$ cat src/hdl/itch_pkg.sv
// Package for the feed message field parser: field record, phase codes, layout tables.
// No dependencies.
`default_nettype none
package itch_pkg;

  typedef enum logic [1:0] {
    PH_LEN_HI = 2'd0,
    PH_LEN_LO = 2'd1,
    PH_TYPE   = 2'd2,
    PH_BODY   = 2'd3
  } phase_t;

  typedef struct packed {
    logic [7:0]  msg_type;
    logic [4:0]  field_index;
    logic [63:0] field_value;
    logic [3:0]  field_bytes;
    logic        last_field;
    logic        unknown_type;
    logic        truncated;
  } field_t;

  localparam logic [3:0] ROW_NONE = 4'd15;

  // Map a type code to its layout row.
  function automatic logic [3:0] type_row(input logic [7:0] t);
    logic [3:0] r;
    unique case (t)
      8'h53: r = 4'd0;   // S
      8'h52: r = 4'd1;   // R
      8'h48: r = 4'd2;   // H
      8'h41: r = 4'd3;   // A
      8'h46: r = 4'd4;   // F
      8'h45: r = 4'd5;   // E
      8'h43: r = 4'd6;   // C
      8'h58: r = 4'd7;   // X
      8'h44: r = 4'd8;   // D
      8'h55: r = 4'd9;   // U
      8'h50: r = 4'd10;  // P
      8'h51: r = 4'd11;  // Q
      default: r = ROW_NONE;
    endcase
    return r;
  endfunction

  function automatic logic [4:0] layout_count(input logic [3:0] r);
    logic [4:0] n;
    unique case (r)
      4'd0: n = 5'd4;   4'd1: n = 5'd17;  4'd2: n = 5'd7;  4'd3: n = 5'd8;
      4'd4: n = 5'd9;   4'd5: n = 5'd6;   4'd6: n = 5'd8;  4'd7: n = 5'd5;
      4'd8: n = 5'd4;   4'd9: n = 5'd7;   4'd10: n = 5'd9; 4'd11: n = 5'd8;
      default: n = 5'd0;
    endcase
    return n;
  endfunction

  // Byte width of field f in row r; first three fields are shared by every row.
  function automatic logic [3:0] layout_width(input logic [3:0] r, input logic [4:0] f);
    logic [3:0] w;
    w = 4'd1;
    case (f)
      5'd0, 5'd1: w = 4'd2;
      5'd2: w = 4'd6;
      5'd3: w = (r == 4'd0) ? 4'd1 : 4'd8;
      default: begin
        case (r)
          4'd1: begin
            case (f)
              5'd6, 5'd15: w = 4'd4;
              5'd9: w = 4'd2;
              default: w = 4'd1;
            endcase
          end
          4'd2: w = (f == 5'd6) ? 4'd4 : 4'd1;
          4'd3, 4'd4, 4'd10: begin
            case (f)
              5'd4: w = 4'd1;
              5'd5, 5'd7: w = 4'd4;
              5'd8: w = (r == 4'd10) ? 4'd8 : 4'd4;
              default: w = 4'd8;
            endcase
          end
          4'd5: w = (f == 5'd4) ? 4'd4 : 4'd8;
          4'd6: begin
            case (f)
              5'd4, 5'd7: w = 4'd4;
              5'd6: w = 4'd1;
              default: w = 4'd8;
            endcase
          end
          4'd7: w = 4'd4;
          4'd9: w = (f == 5'd4) ? 4'd8 : 4'd4;
          4'd11: begin
            case (f)
              5'd5: w = 4'd4;
              5'd7: w = 4'd1;
              default: w = 4'd8;
            endcase
          end
          default: w = 4'd1;
        endcase
      end
    endcase
    return w;
  endfunction

endpackage
`default_nettype wire

$ cat src/hdl/itch_front.sv
// Front end: accepts feed bytes, tracks framing and builds field records.
// Depends on itch_pkg.
`default_nettype none
module itch_front (
  input  wire logic            clk,
  input  wire logic            rst,
  input  wire logic            in_valid,
  input  wire logic [7:0]      in_byte,
  output logic                 rec_valid,
  output itch_pkg::field_t     rec
);

  itch_pkg::phase_t phase, phase_next;
  logic [15:0] body_length, body_length_next;
  logic [15:0] byte_count, byte_count_next;
  logic [7:0]  current_type, current_type_next;
  logic [3:0]  row, row_next;
  logic [4:0]  field_number, field_number_next;
  logic [3:0]  field_byte_pos, field_byte_pos_next;
  logic [63:0] field_accum, field_accum_next;
  logic        emit;
  itch_pkg::field_t rec_d;

  // Decode one byte of framing or body.
  always_comb begin
    logic [4:0]  n;
    logic [3:0]  w;
    logic [15:0] cnt;
    logic        fin;
    logic        more;
    logic [63:0] acc;
    logic [3:0]  pos;
    phase_next          = phase;
    body_length_next    = body_length;
    byte_count_next     = byte_count;
    current_type_next   = current_type;
    row_next            = row;
    field_number_next   = field_number;
    field_byte_pos_next = field_byte_pos;
    field_accum_next    = field_accum;
    emit  = 1'b0;
    rec_d = '0;
    rec_d.msg_type = current_type;
    n   = itch_pkg::layout_count(row);
    w   = itch_pkg::layout_width(row, field_number);
    cnt = byte_count + 16'd1;
    fin = (cnt == body_length);
    more = (field_number + 5'd1) < n;
    acc = {field_accum[55:0], in_byte};
    pos = field_byte_pos + 4'd1;
    unique case (phase)
      itch_pkg::PH_LEN_HI: begin
        body_length_next = {in_byte, 8'd0};
        phase_next = itch_pkg::PH_LEN_LO;
      end
      itch_pkg::PH_LEN_LO: begin
        body_length_next = {body_length[15:8], in_byte};
        byte_count_next = '0;
        phase_next = ({body_length[15:8], in_byte} == 16'd0) ?
                     itch_pkg::PH_LEN_HI : itch_pkg::PH_TYPE;
      end
      itch_pkg::PH_TYPE: begin
        current_type_next   = in_byte;
        row_next            = itch_pkg::type_row(in_byte);
        byte_count_next     = 16'd1;
        field_number_next   = '0;
        field_byte_pos_next = '0;
        field_accum_next    = '0;
        rec_d.msg_type   = in_byte;
        rec_d.last_field = 1'b1;
        if (itch_pkg::type_row(in_byte) == itch_pkg::ROW_NONE) begin
          emit = 1'b1;
          rec_d.unknown_type = 1'b1;
        end else if (body_length == 16'd1) begin
          emit = 1'b1;
          rec_d.truncated = 1'b1;
        end
        phase_next = (body_length == 16'd1) ? itch_pkg::PH_LEN_HI : itch_pkg::PH_BODY;
      end
      default: begin
        byte_count_next = cnt;
        if (row != itch_pkg::ROW_NONE && field_number < n) begin
          field_accum_next    = acc;
          field_byte_pos_next = pos;
          rec_d.field_index = field_number;
          rec_d.field_value = acc;
          if (pos >= w) begin
            emit = 1'b1;
            rec_d.field_bytes = w;
            rec_d.last_field  = !more || fin;
            rec_d.truncated   = fin && more;
            field_number_next   = field_number + 5'd1;
            field_byte_pos_next = '0;
            field_accum_next    = '0;
          end else if (fin) begin
            emit = 1'b1;
            rec_d.field_bytes = pos;
            rec_d.last_field  = 1'b1;
            rec_d.truncated   = 1'b1;
          end
        end
        if (fin) begin
          phase_next          = itch_pkg::PH_LEN_HI;
          field_number_next   = '0;
          field_byte_pos_next = '0;
          field_accum_next    = '0;
        end
      end
    endcase
  end

  // Advance state on each accepted byte.
  always_ff @(posedge clk) begin
    if (rst) begin
      phase          <= itch_pkg::PH_LEN_HI;
      body_length    <= '0;
      byte_count     <= '0;
      current_type   <= '0;
      row            <= itch_pkg::ROW_NONE;
      field_number   <= '0;
      field_byte_pos <= '0;
      field_accum    <= '0;
      rec_valid      <= 1'b0;
    end else begin
      rec_valid <= in_valid && emit;
      if (in_valid) begin
        phase          <= phase_next;
        body_length    <= body_length_next;
        byte_count     <= byte_count_next;
        current_type   <= current_type_next;
        row            <= row_next;
        field_number   <= field_number_next;
        field_byte_pos <= field_byte_pos_next;
        field_accum    <= field_accum_next;
      end
    end
  end

  // Hold the record for the queue.
  always_ff @(posedge clk) begin
    if (in_valid && emit) rec <= rec_d;
  end

endmodule
`default_nettype wire

$ cat src/hdl/itch_queue.sv
// Short queue between the front end and the output stage.
// Depends on itch_pkg.
`default_nettype none
module itch_queue #(
  parameter int DEPTH = 4
) (
  input  wire logic        clk,
  input  wire logic        rst,
  input  wire logic        wr_en,
  input  itch_pkg::field_t wr_data,
  input  wire logic        rd_en,
  output logic             not_empty,
  output itch_pkg::field_t rd_data,
  output logic             almost_full
);

  localparam int AW = $clog2(DEPTH);

  itch_pkg::field_t mem [DEPTH];
  logic [AW-1:0] wr_ptr, rd_ptr;
  logic [AW:0]   count;

  assign not_empty   = (count != '0);
  assign rd_data     = mem[rd_ptr];
  // Leave room for two requests still in flight from the front end.
  assign almost_full = (count >= (AW+1)'(DEPTH - 2));

  always_ff @(posedge clk) begin
    if (wr_en) mem[wr_ptr] <= wr_data;
  end

  // Advance pointers and count.
  always_ff @(posedge clk) begin
    if (rst) begin
      wr_ptr <= '0;
      rd_ptr <= '0;
      count  <= '0;
    end else begin
      if (wr_en) wr_ptr <= (wr_ptr == AW'(DEPTH - 1)) ? '0 : wr_ptr + AW'(1);
      if (rd_en) rd_ptr <= (rd_ptr == AW'(DEPTH - 1)) ? '0 : rd_ptr + AW'(1);
      count <= count + (AW+1)'(wr_en) - (AW+1)'(rd_en);
    end
  end

endmodule
`default_nettype wire

$ cat src/hdl/itch_back.sv
// Output stage: moves records from the queue into a registered result port.
// Depends on itch_pkg.
`default_nettype none
module itch_back (
  input  wire logic        clk,
  input  wire logic        rst,
  input  wire logic        q_not_empty,
  input  itch_pkg::field_t q_data,
  output logic             q_rd,
  output logic             out_valid,
  input  wire logic        out_stall,
  output itch_pkg::field_t out_rec
);

  // Load when the output register is free or being taken.
  assign q_rd = q_not_empty && (!out_valid || !out_stall);

  always_ff @(posedge clk) begin
    if (rst) begin
      out_valid <= 1'b0;
    end else if (!out_valid || !out_stall) begin
      out_valid <= q_not_empty;
    end
  end

  always_ff @(posedge clk) begin
    if (q_rd) out_rec <= q_data;
  end

endmodule
`default_nettype wire

$ cat src/hdl/itch_message_field_parser_top.sv
// Feed message field parser: one byte accepted per cycle, one result per field.
// Path of a result: front-end record register, record queue, output register.
// Throughput: one byte per cycle; in_stall rises only when the 4-entry record
// queue nears full because the output side is stalling.
// Reset (rst, synchronous): expect a length high byte, queue and output empty.
// Depends on itch_pkg, itch_front, itch_queue, itch_back.
`default_nettype none
module itch_message_field_parser_top #(
  parameter int QUEUE_DEPTH = 4
) (
  input  wire logic        clk,
  input  wire logic        rst,
  input  wire logic        in_valid,
  output logic             in_stall,
  input  wire logic [7:0]  data_byte,
  output logic             out_valid,
  input  wire logic        out_stall,
  output logic [7:0]       msg_type,
  output logic [4:0]       field_index,
  output logic [63:0]      field_value,
  output logic [3:0]       field_bytes,
  output logic             last_field,
  output logic             unknown_type,
  output logic             truncated
);

  logic             rec_valid, q_ne, q_rd, q_af;
  itch_pkg::field_t rec, q_data, out_rec;

  assign in_stall = q_af;

  itch_front u_front (
    .clk(clk), .rst(rst), .in_valid(in_valid && !in_stall), .in_byte(data_byte),
    .rec_valid(rec_valid), .rec(rec)
  );

  itch_queue #(.DEPTH(QUEUE_DEPTH)) u_queue (
    .clk(clk), .rst(rst), .wr_en(rec_valid), .wr_data(rec), .rd_en(q_rd),
    .not_empty(q_ne), .rd_data(q_data), .almost_full(q_af)
  );

  itch_back u_back (
    .clk(clk), .rst(rst), .q_not_empty(q_ne), .q_data(q_data), .q_rd(q_rd),
    .out_valid(out_valid), .out_stall(out_stall), .out_rec(out_rec)
  );

  assign msg_type     = out_rec.msg_type;
  assign field_index  = out_rec.field_index;
  assign field_value  = out_rec.field_value;
  assign field_bytes  = out_rec.field_bytes;
  assign last_field   = out_rec.last_field;
  assign unknown_type = out_rec.unknown_type;
  assign truncated    = out_rec.truncated;

endmodule
`default_nettype wire

$ cat config.mk
export PLATFORM = sky130hd
export DESIGN_NAME = itch_message_field_parser_top
export DESIGN_NICKNAME = d
export VERILOG_FILES = /design/src/hdl/itch_pkg.sv /design/src/hdl/itch_front.sv /design/src/hdl/itch_queue.sv /design/src/hdl/itch_back.sv /design/src/hdl/itch_message_field_parser_top.sv
export SDC_FILE = /design/constraint.sdc
export NUM_CORES = 1
export LEC_CHECK = 0
export BUFFER_PORTS_ARGS = -buffer_cell sky130_fd_sc_hd__buf_2
export CAP_MARGIN = 30
export CORE_MARGIN = 4
export CORE_UTILIZATION = 40
export DETAILED_ROUTE_END_ITERATION = 10
export PLACE_DENSITY = 0.67
export SYNTH_ARGS = -nofsm -noshare
export SYNTH_HDL_FRONTEND = slang
export SYNTH_SLANG_ARGS = --single-unit
$ cat constraint.sdc
create_clock -name clk -period 8.1 [get_ports clk]
set_input_delay 0.81 -clock clk [delete_from_list [all_inputs] [get_ports clk]]
set_output_delay 0.81 -clock clk [all_outputs]
set_load 0.005 [all_outputs]
# After elaboration in Yosys (flattened, before gate mapping)
# Memory sizes are Yosys's and may differ from the RTL's. A register that Yosys moved wholly into a read port is not among the register bits.
# Index checks and enable logic that the tools add are counted.
# op_classes
n_addsub	7
multipliers	0
div_mod_pow	0
order_cmp	4
n_eq_ne	40
shifts	0
muxes	53
bitwise_logic	4
n_reduce_logical	34
# ops
op	count
56-bit two-way mux	3
56-bit one-hot mux with 2 select lines	1
8-bit by 7-bit equality test with 1-bit output, second input constant	12
16-bit one-hot mux with 3 select lines	1
4-bit one-hot mux with 12 select lines	1
4-bit two-way mux	10
16-bit one-hot mux with 2 select lines	1
4-bit one-hot mux with 8 select lines	1
5-bit two-way mux	5
4-bit one-hot mux with 2 select lines	3
4-bit one-hot mux with 3 select lines	2
5-bit by 3-bit equality test with 1-bit output, second input constant	4
16-bit by 1-bit adder with 16-bit output, second input constant	1
16-bit by 1-bit equality test with 1-bit output, second input constant	1
16-bit equality test	1
4-bit by 3-bit equality test with 1-bit output, second input constant	4
4-bit equality test, second input constant	4
16-bit logical NOT	1
5-bit by 4-bit equality test with 1-bit output, second input constant	3
1-bit two-way mux	12
5-bit by 2-bit equality test with 1-bit output, second input constant	2
5-bit less-than comparator	2
2-bit two-way mux	5
5-bit one-hot mux with 2 select lines	1
other kinds (34)	61
# word_totals
reg_bits	204
latchBits	0
mem_bits_rw	336
rom_bits	80
out_inout_bits	86
wordCells	165
mem_count	2
# mem_list
memory	depth	word_bits	rd	rd_ports_with_merged_regs	write_ports	line_no	source
u_queue.mem	4	84	1	1	1	itch_queue.sv:19	itch_pkg::field_t mem [DEPTH];
(no name shown)	16	5	1	1	0	itch_pkg.sv:48	unique case (r)

# Longest topological paths before layout
# Gate-level depths: netlist of the first run.
# logic_depth
word_depth	10
mapped_depth	20

# Cells and area by module
# A second synthesis of the first run with hierarchy kept.
# unflattened
cells_unflattened	1442
hier_area_um2	24295.8
# modules_own_cells
module	instances	cells_per_inst	area_per_inst_um2	seq_area_each_um2
itch_queue	1	483	12572.1	10269.8
itch_front	1	870	9151.3	4864.7
itch_back	1	88	2558.7	2542.4
itch_message_field_parser_top	1	1	13.8	0.0

# Worst setup path before layout of the first run
# No wires, ideal clock.
# synth_path
kind	reg2reg
from	reg u_front.field_number[0]
to	reg u_front.rec[0] (netlist name)
setup_time_ns	0.554
arrival_ns	6.789
required_ns	7.546
path_slack_ns	0.757
stages_incl_launch_ff	17
synth_period_minus_slack_ns	7.343
path_cell_list	dfxtp_1 ha_1 clkbuf_1 and3_1 ha_1 nand2b_1 o2bb2ai_1 a31o_2 o21ai_0 nand2_1 ha_1 nand2b_1 a21o_1 a21o_1 a21o_1 o211ai_1 a21oi_1
# synth_between
elab_chain_cells	10
word_cells_on_any_way	31
# synth_lines
item	line_no	source
start: declaration	itch_front.sv:18	logic [4:0] field_number, field_number_next;
start signal: assignment	itch_front.sv:132	field_number <= field_number_next;
5-bit by 3-bit equality test with 1-bit output (tied with other cells)	itch_pkg.sv:76, itch_pkg.sv:94	
2-bit OR reduction, on equally long branches	itch_pkg.sv:76, itch_pkg.sv:68, itch_pkg.sv:85	
4-bit one-hot mux with 3 select lines (tied with other cells)	itch_pkg.sv:76	case (f)
4-bit one-hot mux with 8 select lines	itch_pkg.sv:66	case (r)
4-bit one-hot mux with 3 select lines	itch_pkg.sv:61	case (f)
4-bit greater-or-equal comparator	itch_front.sv:87	if (pos >= w) begin
1-bit two-way mux	itch_front.sv:87	
1-bit two-way mux (*)	itch_front.sv:82	if (row != itch_pkg::ROW_NONE && field_number < n) begin
1-bit one-hot mux with 2 select lines (*)	itch_front.sv:51	unique case (phase)
1-bit logical AND (*)	itch_front.sv:141	if (in_valid && emit) rec <= rec_d;
# Mark *: on every way between the ends. The rest lies on a longest branch, timed or not.
# A chain may end at the register's enable or synchronous reset.

# Worst setup path after layout of the first run
# layout_path
from	reg u_front.field_number[0]
to	reg u_front.field_accum[28]
# layout_between
elab_chain_cells	10
word_cells_on_any_way	33
# layout_lines
item	line_no	source
5-bit by 3-bit equality test with 1-bit output (tied with other cells)	itch_pkg.sv:76, itch_pkg.sv:94	
2-bit OR reduction, on equally long branches	itch_pkg.sv:76, itch_pkg.sv:68, itch_pkg.sv:85	
4-bit one-hot mux with 3 select lines (tied with other cells)	itch_pkg.sv:76	
4-bit one-hot mux with 8 select lines	itch_pkg.sv:66	
4-bit one-hot mux with 3 select lines	itch_pkg.sv:61	
4-bit greater-or-equal comparator	itch_front.sv:87	
56-bit two-way mux	itch_front.sv:87	
56-bit two-way mux	itch_front.sv:82	
56-bit two-way mux	itch_front.sv:102	if (fin) begin
56-bit one-hot mux with 2 select lines	itch_front.sv:51	
end signal: assignment	itch_front.sv:134	field_accum <= field_accum_next;
end: declaration	itch_front.sv:20	logic [63:0] field_accum, field_accum_next;
# Several ways; a longest one is shown, not always the timed one. The select of a mux whose other input is x is not followed.

==> results of run 1 <==
-- metrics by stage --
| step | area, sq um | hold slack [ps] |
|---|---|---|
| final | 27860 | 450.7 |
| after global routing | 27860 | 478.9 |
| after CTS | 27860 | 455.6 |
| after detailed placement | 25750 | 447.2 |
| after global placement | 25650 | 439.5 |
| after floorplan | 24400 | 433.8 |
-- final cells by class --
| type | count | area share, % |
|---|---|---|
| flip-flops and latches | 629 | 63.34 |
| inverters | 38 | 0.5121 |
| clock buffers | 91 | 6.567 |
| multi-input cells | 717 | 22.69 |
| clock inverters | 28 | 0.9792 |
| repair buffers | 113 | 2.399 |
| well taps | 782 | 3.513 |
-- sequential cells by signal (all words and copies together) (netlist names), named ones only --
name,flops
u_back.out_rec,84
u_back.out_valid,1
u_front.body_length,16
u_front.byte_count,16
u_front.current_type,8
u_front.field_accum,56
u_front.field_byte_pos,4
u_front.field_number,5
u_front.phase,2
u_front.rec,84
u_front.rec_valid,1
u_front.row,4
u_queue.count,3
u_queue.mem,336
u_queue.rd_ptr,2
u_queue.wr_ptr,2
-- cell usage in the layout (no fill, tap or decap), types with 7 or more instances in the layout --
master and n:
a21o_1 8, a21oi_1 51, a22o_1 60, a22oi_1 19, and2_1 67, buf_2 97, buf_4 11, clkbuf_1 20
clkbuf_16 69, clkinv_1 11, dfxtp_1 123, edfxtp_1 504, ha_1 35, inv_1 38, mux2_2 10, mux4_2 84
nand2_1 47, nand2b_1 12, nand3_1 18, nor2_1 69, nor3_1 14, nor3b_1 9, nor4_1 9, o21ai_0 30
or3_1 11, xnor2_1 24, xor2_1 7
-- routing by layer --
metal	track usage [%]	vias up
li1	-	5910
met1	19.10	6557
met2	24.67	353
met3	3.048	89
met4	4.443	2
met5	0	-
-- synthesized netlist by cell type, types with 13 or more instances --
library cell    n
nand3_1        18
nor2_1         69
xnor2_1        24
o21ai_0        30
ha_1           35
nor3_1         15
buf_1          16
dfxtp_1       125
clkbuf_1       47
a22oi_1        19
nand2_1        47
edfxtp_1      504
and2_1         72
mux4_2         84
a22o_1         60
buf_2          13
inv_1          38
a21oi_1        53
-- where the power goes --
| group | switching (W) | internal, W | leakage (nW) |
|---|---|---|---|
| Sequential | 0.000247 | 0.00398 | 5.59 |
| Combinational | 0.000789 | 0.000674 | 2.59 |
| Clock | 0.00121 | 0.00170 | 1.02 |
-- worst paths after layout --
path / end / slack, ps / cells past startpoint
worst max-delay path: u_front.field_accum[28] / 3390 / 17
worst min-delay path: u_front.current_type[7] / 450 / 2
worst max register to register: u_front.field_accum[28] / 3390 / 17
worst min register to register: u_front.current_type[7] / 450 / 2
-- critical path, cell delays in order (launching register included) --
cell and delay (ps):
dfxtp_1 460, ha_1 480, and3_1 220, ha_1 160, nand2b_1 100, o2bb2ai_1 60
a31o_2 250, o21ai_0 230, nand2_1 90, ha_1 280, nand2b_1 140, a21o_1 180
a21o_1 180, a21o_1 230, a2111oi_0 550, and2_2 550, buf_12 270, a22o_1 190
-- cells by family after synthesis --
kind of cell | count (synthesis) | synth area share (%)
xor+xnor | 31 | 1.113
compound gates | 229 | 6.652
simple gates | 323 | 7.677
mux | 98 | 8.380
flops | 629 | 72.29
fa+ha+maj | 36 | 1.877
buf+inv | 119 | 2.010
==> flow_summary.ini, run 1 <==
[drt]
ant_nets = 0
dr_total_vias = 12910
m1WireLength_mm = 20.14
drt-initial-drc-count = 1051
drc = 0
met2_length_mm = 23.46
met3WireLength_mm = 2.546
drt_wl_total_mm = 47.43
drt_first_pass_iters = 5
via_per_inst = 5.384
wl_per_cell_um = 19.78
dr.max_layer_used = met5

[floorplan]
ioPinCount = 98
initial_utilization_pct = 40.42
row_count = 90
dieArea_sq_um = 65010
die_x_um = 255.0
chipHeight_um = 255.0
coreArea_sq_um = 60360

[finish]
fillers = 5115
regArea_sq_um = 17640
area_growth_pct = 14.18
antenna-diode-count = 0
drive_gt1_share_pct = 20.92
multi_input_area_sq_um = 6320
fin_nets = 1613
final_util_pct = 46.15
instances_no_fill = 2398

[critical_path]
critical_path_class = reg -> reg
cp.arrival_ps = 5230
crit_fanout = 43
reg2reg_from = u_front.field_number[0]
worstSetupStartpointType = register
worstSetupEndpointType = register
critical_path_required_ps = 8620
worstSetupStartpoint = u_front.field_number[0]

[clock_tree]
post_cts_resized = 0
cts_buffer_depth = 3
numCtsBuffers = 66
clkLatencyLatePin_ps = 590
cts-root-buf = clkbuf_16
clkSlewWorstSetupHoldPaths_ps = 60
tritoncts = built
cts_sinks = 629
post-cts-setup-buffers = 0
htreeDepth = 3
cts-hold-fix-buffers = 0

[grt]
gr-total-overflow = 0
grt_pass1_wl_mm = 73.87
grt_pass1_vias = 12980
grt_start_max_net_pins = 69
grt_util_all_layers_pct = 14.57
grt_antenna_before_repair = 1

[min_path]
hold_class = reg -> reg
hp-start = u_front.current_type[7]

[outcome]
status = completed

[synth]
synth.avg_cell_area_sq_um = 16.65
synth_cell_types = 75
yosys.area.top_type = edfxtp_1
synth_edf_count = 504
synth_area_leaders = edfxtp_1 (62%), dfxtp_1 (10%), mux4_2 (7.8%)
ys_ff_latch = 629
netlist_instances = 1465
yosysWarnings = 0
syn-cell-area_sq_um = 24400
ys.flop_type = edfxtp_1
synth_nets = 1513
synth_top_area_share_pct = 62.03
postSynth.asyncResetShare_pct = 0
ys_seq_area_share_pct = 72.29

[place]
place_hpwl_mm = 29.27
dp.cells = 2279
pre_cts_slack_ps = 3432
routabilityCongestion = 0.8401
portBuffers = 97

[sta]
fin_ws_ps = 3391
finalSetupViolCount = 0
min_period_over_period_pct = 58.13
slew_headroom_pct = 39.35
finalCriticalPeriod_ps = 4709
clock.fmax_mhz = 212.4
worst_slew_pin_slew_ps = 909.7
finClkSkew_ps = 21.28
setup_tns_ps = 0
final_max_slew_viol_count = 0
rsz0062_at_grt = no
hold_viol_final = 0

[power_and_ir_drop]
vdd_ir_drop_max_v = 0.0001738
powerDensity_nw_per_um2 = 308.6
power_w = 0.008597
p_leak_nw = 9.198

[run]
cap_violations = 0
Power figures use the tool's default switching activity.
==> inputs of run 2 (changes only) <==
--- a/config.mk
+++ b/config.mk
@@ -10,7 +10,7 @@
 export CORE_MARGIN = 4
 export CORE_UTILIZATION = 40
 export DETAILED_ROUTE_END_ITERATION = 10
-export PLACE_DENSITY = 0.67
+export PLACE_DENSITY = 0.69
 export SYNTH_ARGS = -nofsm -noshare
 export SYNTH_HDL_FRONTEND = slang
 export SYNTH_SLANG_ARGS = --single-unit
==> constraint.sdc (replaced) <==
create_clock -name clk -period 4.1 [get_ports clk]
set_input_delay 0.41 -clock clk [delete_from_list [all_inputs] [get_ports clk]]
set_output_delay 0.41 -clock clk [all_outputs]
set_load 0.005 [all_outputs]
==> flow_summary.ini, run 2 (same netlist as run 1, synthesis figures left out) <==
[outcome]
status = completed

[power_and_ir_drop]
p_switching_w = 0.004389
power_w = 0.01690
sequentialPowerShare_pct = 49.3
vdd_ir_drop_max_v = 0.0003529
powerDensity_nw_per_um2 = 603.1
p_leak_nw = 9.280
p_clk_share_pct = 33.2
switching_share_pct = 25.98
comb_power_share_pct = 17.5
p_int_w = 0.01251

[drt]
wl_per_cell_um = 20.14
dr_total_vias = 12730
drc = 0
ant_nets = 0
drt_wl_total_mm = 48.61
via_per_inst = 5.271
drt-initial-drc-count = 1175
drt_first_pass_iters = 7

[floorplan]
die_x_um = 255.0
coreArea_sq_um = 60360
ioPinCount = 98
row_count = 90
initial_utilization_pct = 40.42
dieArea_sq_um = 65010
chipHeight_um = 255.0

[clock_tree]
cts-hold-fix-buffers = 0
clkSlewWorstSetupHoldPaths_ps = 70
cts_buffer_depth = 3
cts_sinks = 629
numCtsBuffers = 61
htreeDepth = 2
tritoncts = built
clkLatencyLatePin_ps = 620
cts-root-buf = clkbuf_16

[place]
routabilityCongestion = 0.8630
portBuffers = 97
dp.cells = 2297
pre_cts_slack_ps = 118.8
place_hpwl_mm = 30.86
place_area_sq_um = 25940

[critical_path]
crit_family = compound AO/OA/AOI/OAI gates
slowest_stage = nor4bb_2
crit_path_max_incr_delay_ps = 390
critical_path_required_ps = 4370
path_buf_inv = 3
crit_fanout = 30
critical_path_class = reg -> reg
worstSetupStartpointType = register
worstSetupEndpointType = register
cp.arrival_ps = 4000
crit_chain = inv_1 > ha_1 > nor4bb_2 > buf_4 > nand2b_1 > a211o_1 > o21ai_0 > a31o_2 > nor2_1 > ha_1 > a21o_1 > o211ai_1 > a21oi_4 > buf_4

[finish]
area_growth_pct = 14.83
multi_input_area_sq_um = 6380
top_register = u_queue.mem
drive_gt1_share_pct = 23.05
fillers = 5017
stdcell_area_sq_um = 28010
final_cell_mix = edfxtp_1 (504), dfxtp_1 (121), buf_2 (97)
regArea_sq_um = 17650
fin_nets = 1626
largest_register_ffs = 336
largestRegisters = u_queue.mem x336, u_back.out_rec x84, u_front.rec x84
final_common_cell = edfxtp_1
instances_no_fill = 2414

[run]
cap_violations = 0

[sta]
finClkSkew_ps = 21.40
hold_viol_final = 0
setup_tns_ps = 0
finalCriticalPeriod_ps = 3731
finalSetupViolCount = 0
final_max_slew_viol_count = 0
fin_ws_ps = 369.3
rsz0062_at_grt = no
min_period_over_period_pct = 90.99
slew_headroom_pct = 42.16
worst_slew_pin_slew_ps = 864.3
clock.fmax_mhz = 268.0

[min_path]
hold_class = in -> reg

[grt]
grt_util_all_layers_pct = 14.99
grt_antenna_before_repair = 0
grt_start_max_net_pins = 65
grt_pass1_wl_mm = 75.89
grt_pass1_vias = 12910
gr-total-overflow = 0
-- run 2: cell count changes in the layout (fill, tap and decap cells not counted), sizes merged --
cell      delta
buf         +18
clkbuf       +1
clkinvlp     -1
diode        +1
inv          -3
-- run 2: area by class of cell --
cell class	instances	area share (%)
repair buffers	131	2.849
well taps	782	3.493
diodes	1	0.008933
clock buffers	92	6.521
multi-input cells	717	22.77
clock inverters	24	0.8352
flip-flops and latches	629	63.01
inverters	38	0.5092
-- run 2: worst paths after layout --
check | startpoint | endpoint | slack [ps] | cells past startpoint
setup / recovery | u_front.field_number[1] | u_front.rec[39] | 370 | 14
setup reg to reg | u_front.field_number[1] | u_front.rec[39] | 370 | 14
hold reg to reg | u_front.current_type[3] | u_front.current_type[3] | 460 | 2
hold / removal | out_stall | u_back.out_valid | 80 | 3
-- run 2: timing repair --
action | in CTS | in global routing
setup buffers | 0 | 0
setup endpoints to repair | 0 | 60
gates resized for setup | 0 | 3
hold endpoints to repair | 0 | 0
-- run 2: worst reg2reg max path, delay by kind of cell (launching register included) --
kind                     cells  cell delay [ps]
AO/OA/AOI/OAI                6             1180
buffers and inverters        3              680
adder cells (fa/ha/maj)      2              640
AND/OR/NAND/NOR              3              490
flip-flops                   1              370
-- run 2: power groups by stage --
stage / clock (W) / sequential, W / combinational (W)
2_1_floorplan: 0 / 0.00829 / 0.00195
6_report: 0.00561 / 0.00833 / 0.00295
3_5_place_dp: 0 / 0.00849 / 0.00303
5_1_grt: 0.00602 / 0.00843 / 0.00324
4_1_cts: 0.00575 / 0.00837 / 0.00303
3_3_place_gp: 0 / 0.00853 / 0.00288
-- run 2: metrics by stage --
stage | utilization, % | hold slack, ps
after global placement | 42.93 | 441.8
after global routing | 46.41 | 67.05
after detailed placement | 42.97 | 447.8
after floorplan | - | 433.8
final | 46.41 | 82.54
after CTS | 46.39 | 43.96
-- run 2: per-layer routing --
layer,GRT usage (%),vias up,part of all wire (%)
met4,3.554,0,1.9
li1,-,5949,-
met2,25.26,284,49
met3,2.652,70,4.4
met1,20.55,6422,44
met5,0,-,0
